--- src/sv/glp_pkg.sv ---
package glp_pkg;

  localparam int MAX_IMAGES = 64;
  localparam int IDX_W      = $clog2(MAX_IMAGES);
  localparam int CNT_W      = IDX_W + 1;
  localparam int DIM_W      = 12;
  localparam int PAD_W      = 8;
  localparam int POS_W      = 16;
  localparam int ACC_W      = 20;
  localparam int K_MAX      = 8;
  localparam int K_W        = 4;
  localparam int CFG_IDX_W  = 1;

  localparam logic [CFG_IDX_W-1:0] REG_PAD  = 1'b0;
  localparam logic [CFG_IDX_W-1:0] REG_FLIP = 1'b1;

  typedef struct packed {
    logic store;
    logic start;
    logic rd;
    logic p1_step;
    logic p1_fin;
    logic p2_step;
    logic clear;
  } cmd_t;

  typedef struct packed {
    logic idx_last;
    logic out_last;
  } sts_t;

  function automatic logic [K_W-1:0] per_row(input logic [CNT_W-1:0] n);
    logic [K_W-1:0] k;
    k = K_W'(1);
    for (int j = 1; j <= K_MAX; j++) begin
      if (CNT_W'(j * j) < n) begin
        k = k + K_W'(1);
      end
    end
    return k;
  endfunction

endpackage

--- src/sv/grid_layout_placer_unit.sv ---
// channel  | handshake                  | payload
// ---------+----------------------------+--------------------------------------------
// cfg      | cfg_valid_i / cfg_ready_o  | cfg_index_i, cfg_data_i
// in       | in_valid_i / in_ready_o    | img_width_i, img_height_i, last_in_i
// out      | out_valid_o / out_ready_i  | pos_x_o, pos_y_o, canvas_width_o,
//          |                            | canvas_height_o, last_out_o
//
// Each image size is written to a size memory with separate write and read ports.
// After the last image, a first pass reads each stored size and steps the grid, and
// a finish state closes an unfinished last row; a second pass reads, computes and
// transfers each placement, held by output stalls. Memory reads are registered.
// Input ready is low meanwhile. Reset clears pad, flip, the image count and the
// controller; cfg_ready_o is always high.
module grid_layout_placer_unit (
  input  logic                            clk_i,
  input  logic                            rst_ni,
  input  logic                            cfg_valid_i,
  output logic                            cfg_ready_o,
  input  logic [glp_pkg::CFG_IDX_W-1:0]   cfg_index_i,
  input  logic [glp_pkg::PAD_W-1:0]       cfg_data_i,
  input  logic                            in_valid_i,
  output logic                            in_ready_o,
  input  logic [glp_pkg::DIM_W-1:0]       img_width_i,
  input  logic [glp_pkg::DIM_W-1:0]       img_height_i,
  input  logic                            last_in_i,
  output logic                            out_valid_o,
  input  logic                            out_ready_i,
  output logic [glp_pkg::POS_W-1:0]       pos_x_o,
  output logic [glp_pkg::POS_W-1:0]       pos_y_o,
  output logic [glp_pkg::POS_W-1:0]       canvas_width_o,
  output logic [glp_pkg::POS_W-1:0]       canvas_height_o,
  output logic                            last_out_o
);
  import glp_pkg::*;

  cmd_t cmd;
  sts_t sts;

  assign cfg_ready_o = 1'b1;

  glp_ctrl u_ctrl (
    .clk_i       (clk_i),
    .rst_ni      (rst_ni),
    .in_valid_i  (in_valid_i),
    .in_ready_o  (in_ready_o),
    .last_in_i   (last_in_i),
    .out_valid_o (out_valid_o),
    .out_ready_i (out_ready_i),
    .sts_i       (sts),
    .cmd_o       (cmd)
  );

  glp_datapath u_dp (
    .clk_i           (clk_i),
    .rst_ni          (rst_ni),
    .cfg_we_i        (cfg_valid_i && cfg_ready_o),
    .cfg_index_i     (cfg_index_i),
    .cfg_data_i      (cfg_data_i),
    .img_width_i     (img_width_i),
    .img_height_i    (img_height_i),
    .cmd_i           (cmd),
    .sts_o           (sts),
    .pos_x_o         (pos_x_o),
    .pos_y_o         (pos_y_o),
    .canvas_width_o  (canvas_width_o),
    .canvas_height_o (canvas_height_o),
    .last_out_o      (last_out_o)
  );

endmodule

--- src/sv/glp_ctrl.sv ---
module glp_ctrl (
  input  logic        clk_i,
  input  logic        rst_ni,
  input  logic        in_valid_i,
  output logic        in_ready_o,
  input  logic        last_in_i,
  output logic        out_valid_o,
  input  logic        out_ready_i,
  input  glp_pkg::sts_t sts_i,
  output glp_pkg::cmd_t cmd_o
);
  import glp_pkg::*;

  localparam logic [2:0] S_LOAD  = 3'd0;
  localparam logic [2:0] S_P1RD  = 3'd1;
  localparam logic [2:0] S_P1PRC = 3'd2;
  localparam logic [2:0] S_P1FIN = 3'd3;
  localparam logic [2:0] S_P2RD  = 3'd4;
  localparam logic [2:0] S_P2LD  = 3'd5;
  localparam logic [2:0] S_P2OUT = 3'd6;

  logic [2:0] state_q, state_d;
  logic       in_xfer, out_xfer;

  assign in_ready_o  = (state_q == S_LOAD);
  assign out_valid_o = (state_q == S_P2OUT);
  assign in_xfer     = in_valid_i && in_ready_o;
  assign out_xfer    = out_valid_o && out_ready_i;

  always_comb begin
    state_d       = state_q;
    cmd_o         = '0;
    unique case (state_q)
      S_LOAD: begin
        cmd_o.store = in_xfer;
        if (in_xfer && last_in_i) begin
          cmd_o.start = 1'b1;
          state_d     = S_P1RD;
        end
      end
      S_P1RD: begin
        cmd_o.rd = 1'b1;
        state_d  = S_P1PRC;
      end
      S_P1PRC: begin
        cmd_o.p1_step = 1'b1;
        state_d       = sts_i.idx_last ? S_P1FIN : S_P1RD;
      end
      S_P1FIN: begin
        cmd_o.p1_fin = 1'b1;
        state_d      = S_P2RD;
      end
      S_P2RD: begin
        cmd_o.rd = 1'b1;
        state_d  = S_P2LD;
      end
      S_P2LD: begin
        cmd_o.p2_step = 1'b1;
        state_d       = S_P2OUT;
      end
      S_P2OUT: begin
        if (out_xfer) begin
          cmd_o.clear = sts_i.out_last;
          state_d     = sts_i.out_last ? S_LOAD : S_P2RD;
        end
      end
      default: begin
        state_d = S_LOAD;
      end
    endcase
  end

  always_ff @(posedge clk_i or negedge rst_ni) begin
    if (!rst_ni) begin
      state_q <= S_LOAD;
    end else begin
      state_q <= state_d;
    end
  end

endmodule

--- src/sv/glp_datapath.sv ---
module glp_datapath (
  input  logic                            clk_i,
  input  logic                            rst_ni,
  input  logic                            cfg_we_i,
  input  logic [glp_pkg::CFG_IDX_W-1:0]   cfg_index_i,
  input  logic [glp_pkg::PAD_W-1:0]       cfg_data_i,
  input  logic [glp_pkg::DIM_W-1:0]       img_width_i,
  input  logic [glp_pkg::DIM_W-1:0]       img_height_i,
  input  glp_pkg::cmd_t                   cmd_i,
  output glp_pkg::sts_t                   sts_o,
  output logic [glp_pkg::POS_W-1:0]       pos_x_o,
  output logic [glp_pkg::POS_W-1:0]       pos_y_o,
  output logic [glp_pkg::POS_W-1:0]       canvas_width_o,
  output logic [glp_pkg::POS_W-1:0]       canvas_height_o,
  output logic                            last_out_o
);
  import glp_pkg::*;

  logic [2*DIM_W-1:0] mem [MAX_IMAGES];
  logic [2*DIM_W-1:0] rdata_q;

  logic [PAD_W-1:0] pad_q;
  logic             flip_q;
  logic [CNT_W-1:0] count_q, count_d;
  logic [K_W-1:0]   k_q;
  logic [IDX_W-1:0] idx_q;
  logic [K_W-1:0]   col_q, col_d;
  logic [ACC_W-1:0] x_q, x_d, y_q, y_d, maxx_q, maxx_d;
  logic [DIM_W-1:0] rowh_q, rowh_d;
  logic [ACC_W-1:0] cw_q, ch_q;
  logic [POS_W-1:0] px_q, py_q;
  logic             last_q;

  logic [DIM_W-1:0] w, h, rowh_max;
  logic [ACC_W-1:0] pad_ext, x_step, y_row, fin_maxx, fin_y;
  logic [K_W-1:0]   col_inc;
  logic             wrap;
  logic [POS_W-1:0] oy;

  assign w       = rdata_q[2*DIM_W-1:DIM_W];
  assign h       = rdata_q[DIM_W-1:0];
  assign pad_ext = ACC_W'(pad_q);

  assign count_d = (count_q < CNT_W'(MAX_IMAGES)) ? count_q + CNT_W'(1) : count_q;

  assign sts_o.idx_last = ((CNT_W'(idx_q) + CNT_W'(1)) == count_q);
  assign sts_o.out_last = last_q;

  // one grid step, shared by both passes
  assign x_step   = x_q + ACC_W'(w) + pad_ext;
  assign rowh_max = (h > rowh_q) ? h : rowh_q;
  assign col_inc  = col_q + K_W'(1);
  assign wrap     = (col_inc >= k_q);
  assign y_row    = y_q + ACC_W'(rowh_max) + pad_ext;

  always_comb begin
    if (wrap) begin
      x_d    = pad_ext;
      y_d    = y_row;
      rowh_d = '0;
      col_d  = '0;
      maxx_d = (x_step > maxx_q) ? x_step : maxx_q;
    end else begin
      x_d    = x_step;
      y_d    = y_q;
      rowh_d = rowh_max;
      col_d  = col_inc;
      maxx_d = maxx_q;
    end
  end

  // close an unfinished row
  always_comb begin
    if (col_q != '0) begin
      fin_maxx = (x_q > maxx_q) ? x_q : maxx_q;
      fin_y    = y_q + ACC_W'(rowh_q) + pad_ext;
    end else begin
      fin_maxx = maxx_q;
      fin_y    = y_q;
    end
  end

  assign oy = flip_q ? (ch_q[POS_W-1:0] - (y_q[POS_W-1:0] + POS_W'(h))) : y_q[POS_W-1:0];

  always_ff @(posedge clk_i or negedge rst_ni) begin
    if (!rst_ni) begin
      pad_q   <= '0;
      flip_q  <= 1'b0;
      count_q <= '0;
    end else begin
      if (cfg_we_i) begin
        unique case (cfg_index_i)
          REG_PAD:  pad_q  <= cfg_data_i;
          REG_FLIP: flip_q <= cfg_data_i[0];
          default:  pad_q  <= pad_q;
        endcase
      end
      if (cmd_i.clear) begin
        count_q <= '0;
      end else if (cmd_i.store) begin
        count_q <= count_d;
      end
    end
  end

  always_ff @(posedge clk_i) begin
    if (cmd_i.store && (count_q < CNT_W'(MAX_IMAGES))) begin
      mem[count_q[IDX_W-1:0]] <= {img_width_i, img_height_i};
    end
    if (cmd_i.rd) begin
      rdata_q <= mem[idx_q];
    end
  end

  always_ff @(posedge clk_i) begin
    if (cmd_i.start) begin
      k_q    <= per_row(count_d);
      idx_q  <= '0;
      x_q    <= pad_ext;
      y_q    <= pad_ext;
      col_q  <= '0;
      rowh_q <= '0;
      maxx_q <= '0;
    end else if (cmd_i.p1_step) begin
      idx_q  <= idx_q + IDX_W'(1);
      x_q    <= x_d;
      y_q    <= y_d;
      col_q  <= col_d;
      rowh_q <= rowh_d;
      maxx_q <= maxx_d;
    end else if (cmd_i.p1_fin) begin
      cw_q   <= fin_maxx;
      ch_q   <= fin_y;
      idx_q  <= '0;
      x_q    <= pad_ext;
      y_q    <= pad_ext;
      col_q  <= '0;
      rowh_q <= '0;
    end else if (cmd_i.p2_step) begin
      px_q   <= x_q[POS_W-1:0];
      py_q   <= oy;
      last_q <= sts_o.idx_last;
      idx_q  <= idx_q + IDX_W'(1);
      x_q    <= x_d;
      y_q    <= y_d;
      col_q  <= col_d;
      rowh_q <= rowh_d;
    end
  end

  assign pos_x_o         = px_q;
  assign pos_y_o         = py_q;
  assign canvas_width_o  = cw_q[POS_W-1:0];
  assign canvas_height_o = ch_q[POS_W-1:0];
  assign last_out_o      = last_q;

endmodule

--- config.mk ---
export PLATFORM = sky130hd
export DESIGN_NAME = grid_layout_placer_unit
export DESIGN_NICKNAME = d
export VERILOG_FILES = /design/src/sv/glp_pkg.sv /design/src/sv/grid_layout_placer_unit.sv /design/src/sv/glp_ctrl.sv /design/src/sv/glp_datapath.sv
export SDC_FILE = /design/constraint.sdc
export NUM_CORES = 2
export LEC_CHECK = 0
export ABC_AREA = 1
export BUFFER_PORTS_ARGS = -buffer_cell sky130_fd_sc_hd__buf_2
export CAP_MARGIN = 30
export CORE_MARGIN = 2
export CORE_UTILIZATION = 55
export CTS_CLUSTER_SIZE = 40
export DETAILED_ROUTE_END_ITERATION = 7
export PLACE_DENSITY = 0.71
export SETUP_SLACK_MARGIN = 0.4
export SYNTH_ARGS = -nofsm -noshare
export SYNTH_HDL_FRONTEND = slang
export SYNTH_HIERARCHICAL = 1
export SYNTH_SLANG_ARGS = --single-unit
--- constraint.sdc ---
create_clock -name clk_i -period 8.65 [get_ports clk_i]
set_input_delay 1.73 -clock clk_i [delete_from_list [all_inputs] [get_ports clk_i]]
set_output_delay 1.73 -clock clk_i [all_outputs]
set_load 0.03 [all_outputs]
==> metrics.txt <==
# TYPE chip_impl_metric gauge
chip_impl_metric{name="cp.buffers_inverters",unit=""} 5
chip_impl_metric{name="grt_pass1_wl",unit="mm"} 285
chip_impl_metric{name="fp.dieW",unit="um"} 367
chip_impl_metric{name="detail_route.drc_violations",unit=""} 0
chip_impl_metric{name="largest_fanout_on_the_critical_path",unit=""} 22
chip_impl_metric{name="cts_hold_buffers",unit=""} 0
chip_impl_metric{name="floorplan.initialDensity",unit=""} 0.553
chip_impl_metric{name="leakage",unit="nW"} 27.1
chip_impl_info{name="cts_root_buffer",value="sky130_fd_sc_hd__clkbuf_16"} 1
chip_impl_metric{name="synth_top_cell_area_share",unit=""} 0.680
chip_impl_info{name="critical_path.slowest_cell",value="sky130_fd_sc_hd__fa_1"} 1
chip_impl_metric{name="portBuffers",unit=""} 105
chip_impl_metric{name="core_area",unit="sq um"} 131000
chip_impl_metric{name="worst_endpoint_data_arrival_time",unit="ns"} 6.51
chip_impl_metric{name="report.power.total",unit="mW"} 29.7
chip_impl_info{name="start_kind",value="register"} 1
chip_impl_metric{name="finalWorstPathRequiredPeriod",unit="ns"} 5.80
chip_impl_metric{name="design.portCount",unit=""} 107
chip_impl_metric{name="critPathRequiredTime",unit="ns"} 9.35
chip_impl_metric{name="wl_per_cell",unit="um"} 24.5
chip_impl_metric{name="antenna_found_initial",unit=""} 7
chip_impl_metric{name="syn_area",unit="sq um"} 72600
chip_impl_metric{name="final_hold_viol_count",unit=""} 0
chip_impl_metric{name="clkSlewWorstSetupHoldPaths",unit="ns"} 0.07
chip_impl_metric{name="max-cap-violations",unit=""} 0
chip_impl_metric{name="drtAntennaViolNets",unit=""} 0
chip_impl_metric{name="global_route_total_overflow",unit=""} 0
chip_impl_metric{name="timing.fmax",unit="MHz"} 172
chip_impl_metric{name="report.final.slew_viol_count",unit=""} 0
chip_impl_metric{name="synth.yosys.warnings",unit=""} 6
chip_impl_info{name="rsz0062_at_grt",value="false"} 1
chip_impl_metric{name="finalCritPeriodShare",unit=""} 0.671
chip_impl_metric{name="tightestPinTransition",unit="ns"} 1.02
chip_impl_metric{name="clock_sink_count",unit=""} 1726
chip_impl_metric{name="routed_via_density",unit=""} 6.19
chip_impl_info{name="synthFlopType",value="sky130_fd_sc_hd__edfxtp_1"} 1
chip_impl_info{name="status",value="finished clean"} 1
chip_impl_info{name="crit_family",value="simple AND/OR/NAND/NOR gates"} 1
chip_impl_metric{name="hpwl_after_detailed_placement",unit="mm"} 104
chip_impl_metric{name="htree_num_levels",unit=""} 4
chip_impl_metric{name="syn-instance-count",unit=""} 5899
chip_impl_metric{name="synth-edff-count",unit=""} 1645
chip_impl_metric{name="timing.critical_path.slowest_cell_delay",unit="ns"} 0.44
chip_impl_metric{name="detailroute.via_count",unit=""} 48500
chip_impl_metric{name="grt_max_degree",unit=""} 175
chip_impl_metric{name="cts-root-to-sink-buffers",unit=""} 3
chip_impl_metric{name="post-cts-setup-buffers",unit=""} 0
chip_impl_info{name="cp_common_cell",value="sky130_fd_sc_hd__inv_1"} 1
chip_impl_metric{name="finish.instance_area",unit="sq um"} 80600
chip_impl_metric{name="antenna_cells",unit=""} 0
chip_impl_metric{name="placedCellCount",unit=""} 7527
chip_impl_metric{name="drt_iter0_markers",unit=""} 6261
chip_impl_metric{name="layout.nets",unit=""} 6158
chip_impl_metric{name="row_count",unit=""} 133
chip_impl_metric{name="globalplace.congestion",unit=""} 0.882
chip_impl_metric{name="tritoncts.num_buffers",unit=""} 169
chip_impl_info{name="clock_tree_from_tritoncts",value="done"} 1
chip_impl_info{name="criticalPathCategory",value="reg2reg"} 1
chip_impl_metric{name="ys_seq_area_frac",unit=""} 0.704
chip_impl_metric{name="vias_in_the_first_global_route",unit=""} 46400
chip_impl_metric{name="syn_avg_cell_area",unit="sq um"} 12.3
chip_impl_metric{name="layoutNonFillerInstCount",unit=""} 7835
chip_impl_info{name="synth.top_cells.by_area",value="sky130_fd_sc_hd__edfxtp_1 (68%), sky130_fd_sc_hd__o21ai_0 (7.3%), sky130_fd_sc_hd__nor2_1 (5.9%), sky130_fd_sc_hd__o22ai_1 (3.8%), sky130_fd_sc_hd__ha_1 (2.3%)"} 1
chip_impl_metric{name="die_area",unit="sq um"} 135000
chip_impl_metric{name="post_dp_cell_area",unit="sq um"} 75300
chip_impl_metric{name="clk-insertion-delay-late",unit="ns"} 0.80
chip_impl_info{name="worstHoldPathType",value="reg2reg"} 1
chip_impl_metric{name="final_critical_path_setup_slack",unit="ns"} 2.85
chip_impl_metric{name="routed_wl",unit="mm"} 192
chip_impl_metric{name="hold_slack",unit="ns"} 0.500
chip_impl_metric{name="synthDistinctLibCells",unit=""} 62
chip_impl_metric{name="cellPowerDensity",unit="nW/um^2"} 369
chip_impl_metric{name="final.fill_count",unit=""} 9875
chip_impl_metric{name="drive_above_1_share",unit=""} 0.102
chip_impl_metric{name="detailed_routing_iterations_pass_1",unit=""} 7
chip_impl_info{name="netlist_top_cells_count",value="sky130_fd_sc_hd__edfxtp_1 (1645), sky130_fd_sc_hd__nor2_1 (1144), sky130_fd_sc_hd__o21ai_0 (1062)"} 1
chip_impl_metric{name="chipHeight",unit="um"} 367
chip_impl_metric{name="synth_nets",unit=""} 6112
chip_impl_metric{name="ys_seq_elements",unit=""} 1726
chip_impl_metric{name="grt_use_total",unit=""} 0.281
chip_impl_metric{name="place_worst_setup_slack",unit="ns"} 2.91
chip_impl_metric{name="cts_resized",unit=""} 0
chip_impl_metric{name="power.ir.vdd_worst",unit="mV"} 0.244
chip_impl_metric{name="syn2layout_area_growth",unit="%"} 11.0
chip_impl_info{name="synthDominantAreaCellType",value="sky130_fd_sc_hd__edfxtp_1"} 1
chip_impl_metric{name="final_core_util",unit=""} 0.614
chip_impl_metric{name="ys_async_sr_fraction",unit=""} 0.0110
chip_impl_metric{name="slew_headroom",unit=""} 0.320
chip_impl_info{name="critical_path_end_type",value="register"} 1
chip_impl_metric{name="fin_skew",unit="ns"} 0.0226
chip_impl_metric{name="fin_setup_tns",unit="ns"} 0
chip_impl_metric{name="setup-violations-final",unit=""} 0
chip_impl_info{name="post-synth-top-count-cell",value="sky130_fd_sc_hd__edfxtp_1"} 1
routing by layer:
layer,track usage,vias up,wire (um)
li1,-,21800,-
met1,0.377,23800,74700
met2,0.453,2564,90500
met3,0.0559,358,19700
met4,0.110,6,6830
met5,0,-,36
power breakdown:
| part | leakage, nW | internal (mW) | total (mW) | switching (mW) |
|---|---|---|---|---|
| clock | 2.58 | 4.02 | 7.08 | 3.06 |
| sequential | 15.6 | 9.84 | 10.2 | 0.400 |
| combinational | 8.94 | 3.81 | 12.4 | 8.59 |
| total | 27.1 | 17.7 | 29.7 | 12.0 |
cells in the final DEF (no fill, tap or decap), types with 39 or more instances in the layout:
cell type	n
sky130_fd_sc_hd__edfxtp_1	1645
sky130_fd_sc_hd__a21oi_1	101
sky130_fd_sc_hd__o221ai_1	63
sky130_fd_sc_hd__ha_1	134
sky130_fd_sc_hd__fa_1	40
sky130_fd_sc_hd__buf_2	107
sky130_fd_sc_hd__nand2_1	272
sky130_fd_sc_hd__nor2_2	62
sky130_fd_sc_hd__clkbuf_16	172
sky130_fd_sc_hd__o21ai_0	1062
sky130_fd_sc_hd__inv_1	224
sky130_fd_sc_hd__nor2_1	1080
sky130_fd_sc_hd__dfxtp_1	57
sky130_fd_sc_hd__buf_4	122
sky130_fd_sc_hd__o22ai_1	438
sky130_fd_sc_hd__clkinv_1	39
sky130_fd_sc_hd__nand3_1	71
sky130_fd_sc_hd__clkbuf_1	39
logic make-up after synthesis:
logic type | count (synthesis) | synth area share
buf+inv | 613 | 0.0322
fa+ha+maj | 174 | 0.0341
flops | 1726 | 0.704
other cells | 1 | 0.0000516
simple gates | 1566 | 0.0864
compound gates | 1771 | 0.137
xor+xnor | 48 | 0.00579
final cells by class:
| cell class | count | area [sq um] | area share |
|---|---|---|---|
| Tap cell | 1755 | 2200 | 0.0272 |
| Sequential cell | 1726 | 51100 | 0.634 |
| Clock inverter | 90 | 767 | 0.00952 |
| Timing Repair Buffer | 240 | 1670 | 0.0207 |
| Inverter | 248 | 953 | 0.0118 |
| Multi-Input combinational cell | 3560 | 19400 | 0.240 |
| Clock buffer | 216 | 4520 | 0.0561 |
state kept, by name, indices dropped and copies added (netlist names):
| name | cells |
|---|---|
| u_ctrl/state_q | 3 |
| u_dp/ch_q | 16 |
| u_dp/col_q | 4 |
| u_dp/count_q | 7 |
| u_dp/cw_q | 16 |
| u_dp/flip_q | 1 |
| u_dp/idx_q | 6 |
| u_dp/k_q | 4 |
| u_dp/last_out_o | 1 |
| u_dp/maxx_q | 20 |
| u_dp/mem | 1536 |
| u_dp/pad_q | 8 |
| u_dp/pos_x_o | 16 |
| u_dp/pos_y_o | 16 |
| u_dp/rdata_q | 24 |
| u_dp/rowh_q | 12 |
| u_dp/x_q | 20 |
| u_dp/y_q | 16 |
path summary, 6_finish.rpt:
| check | from | endpoint | slack (ns) | cells past startpoint |
|---|---|---|---|---|
| min in group asynchronous | rst_ni | u_ctrl/state_q[2] | 0.97 | 1 |
| worst max-delay path | u_dp/pad_q[1] | u_dp/maxx_q[13] | 2.85 | 25 |
| max in group asynchronous | rst_ni | u_dp/pad_q[5] | 7.24 | 1 |
| worst min-delay path | u_dp/x_q[1] | u_dp/pos_x_o[1] | 0.50 | 0 |
| worst max register to register | u_dp/pad_q[1] | u_dp/maxx_q[13] | 2.85 | 25 |
| worst min register to register | u_dp/x_q[1] | u_dp/pos_x_o[1] | 0.50 | 0 |
Power figures use the tool's default switching activity.
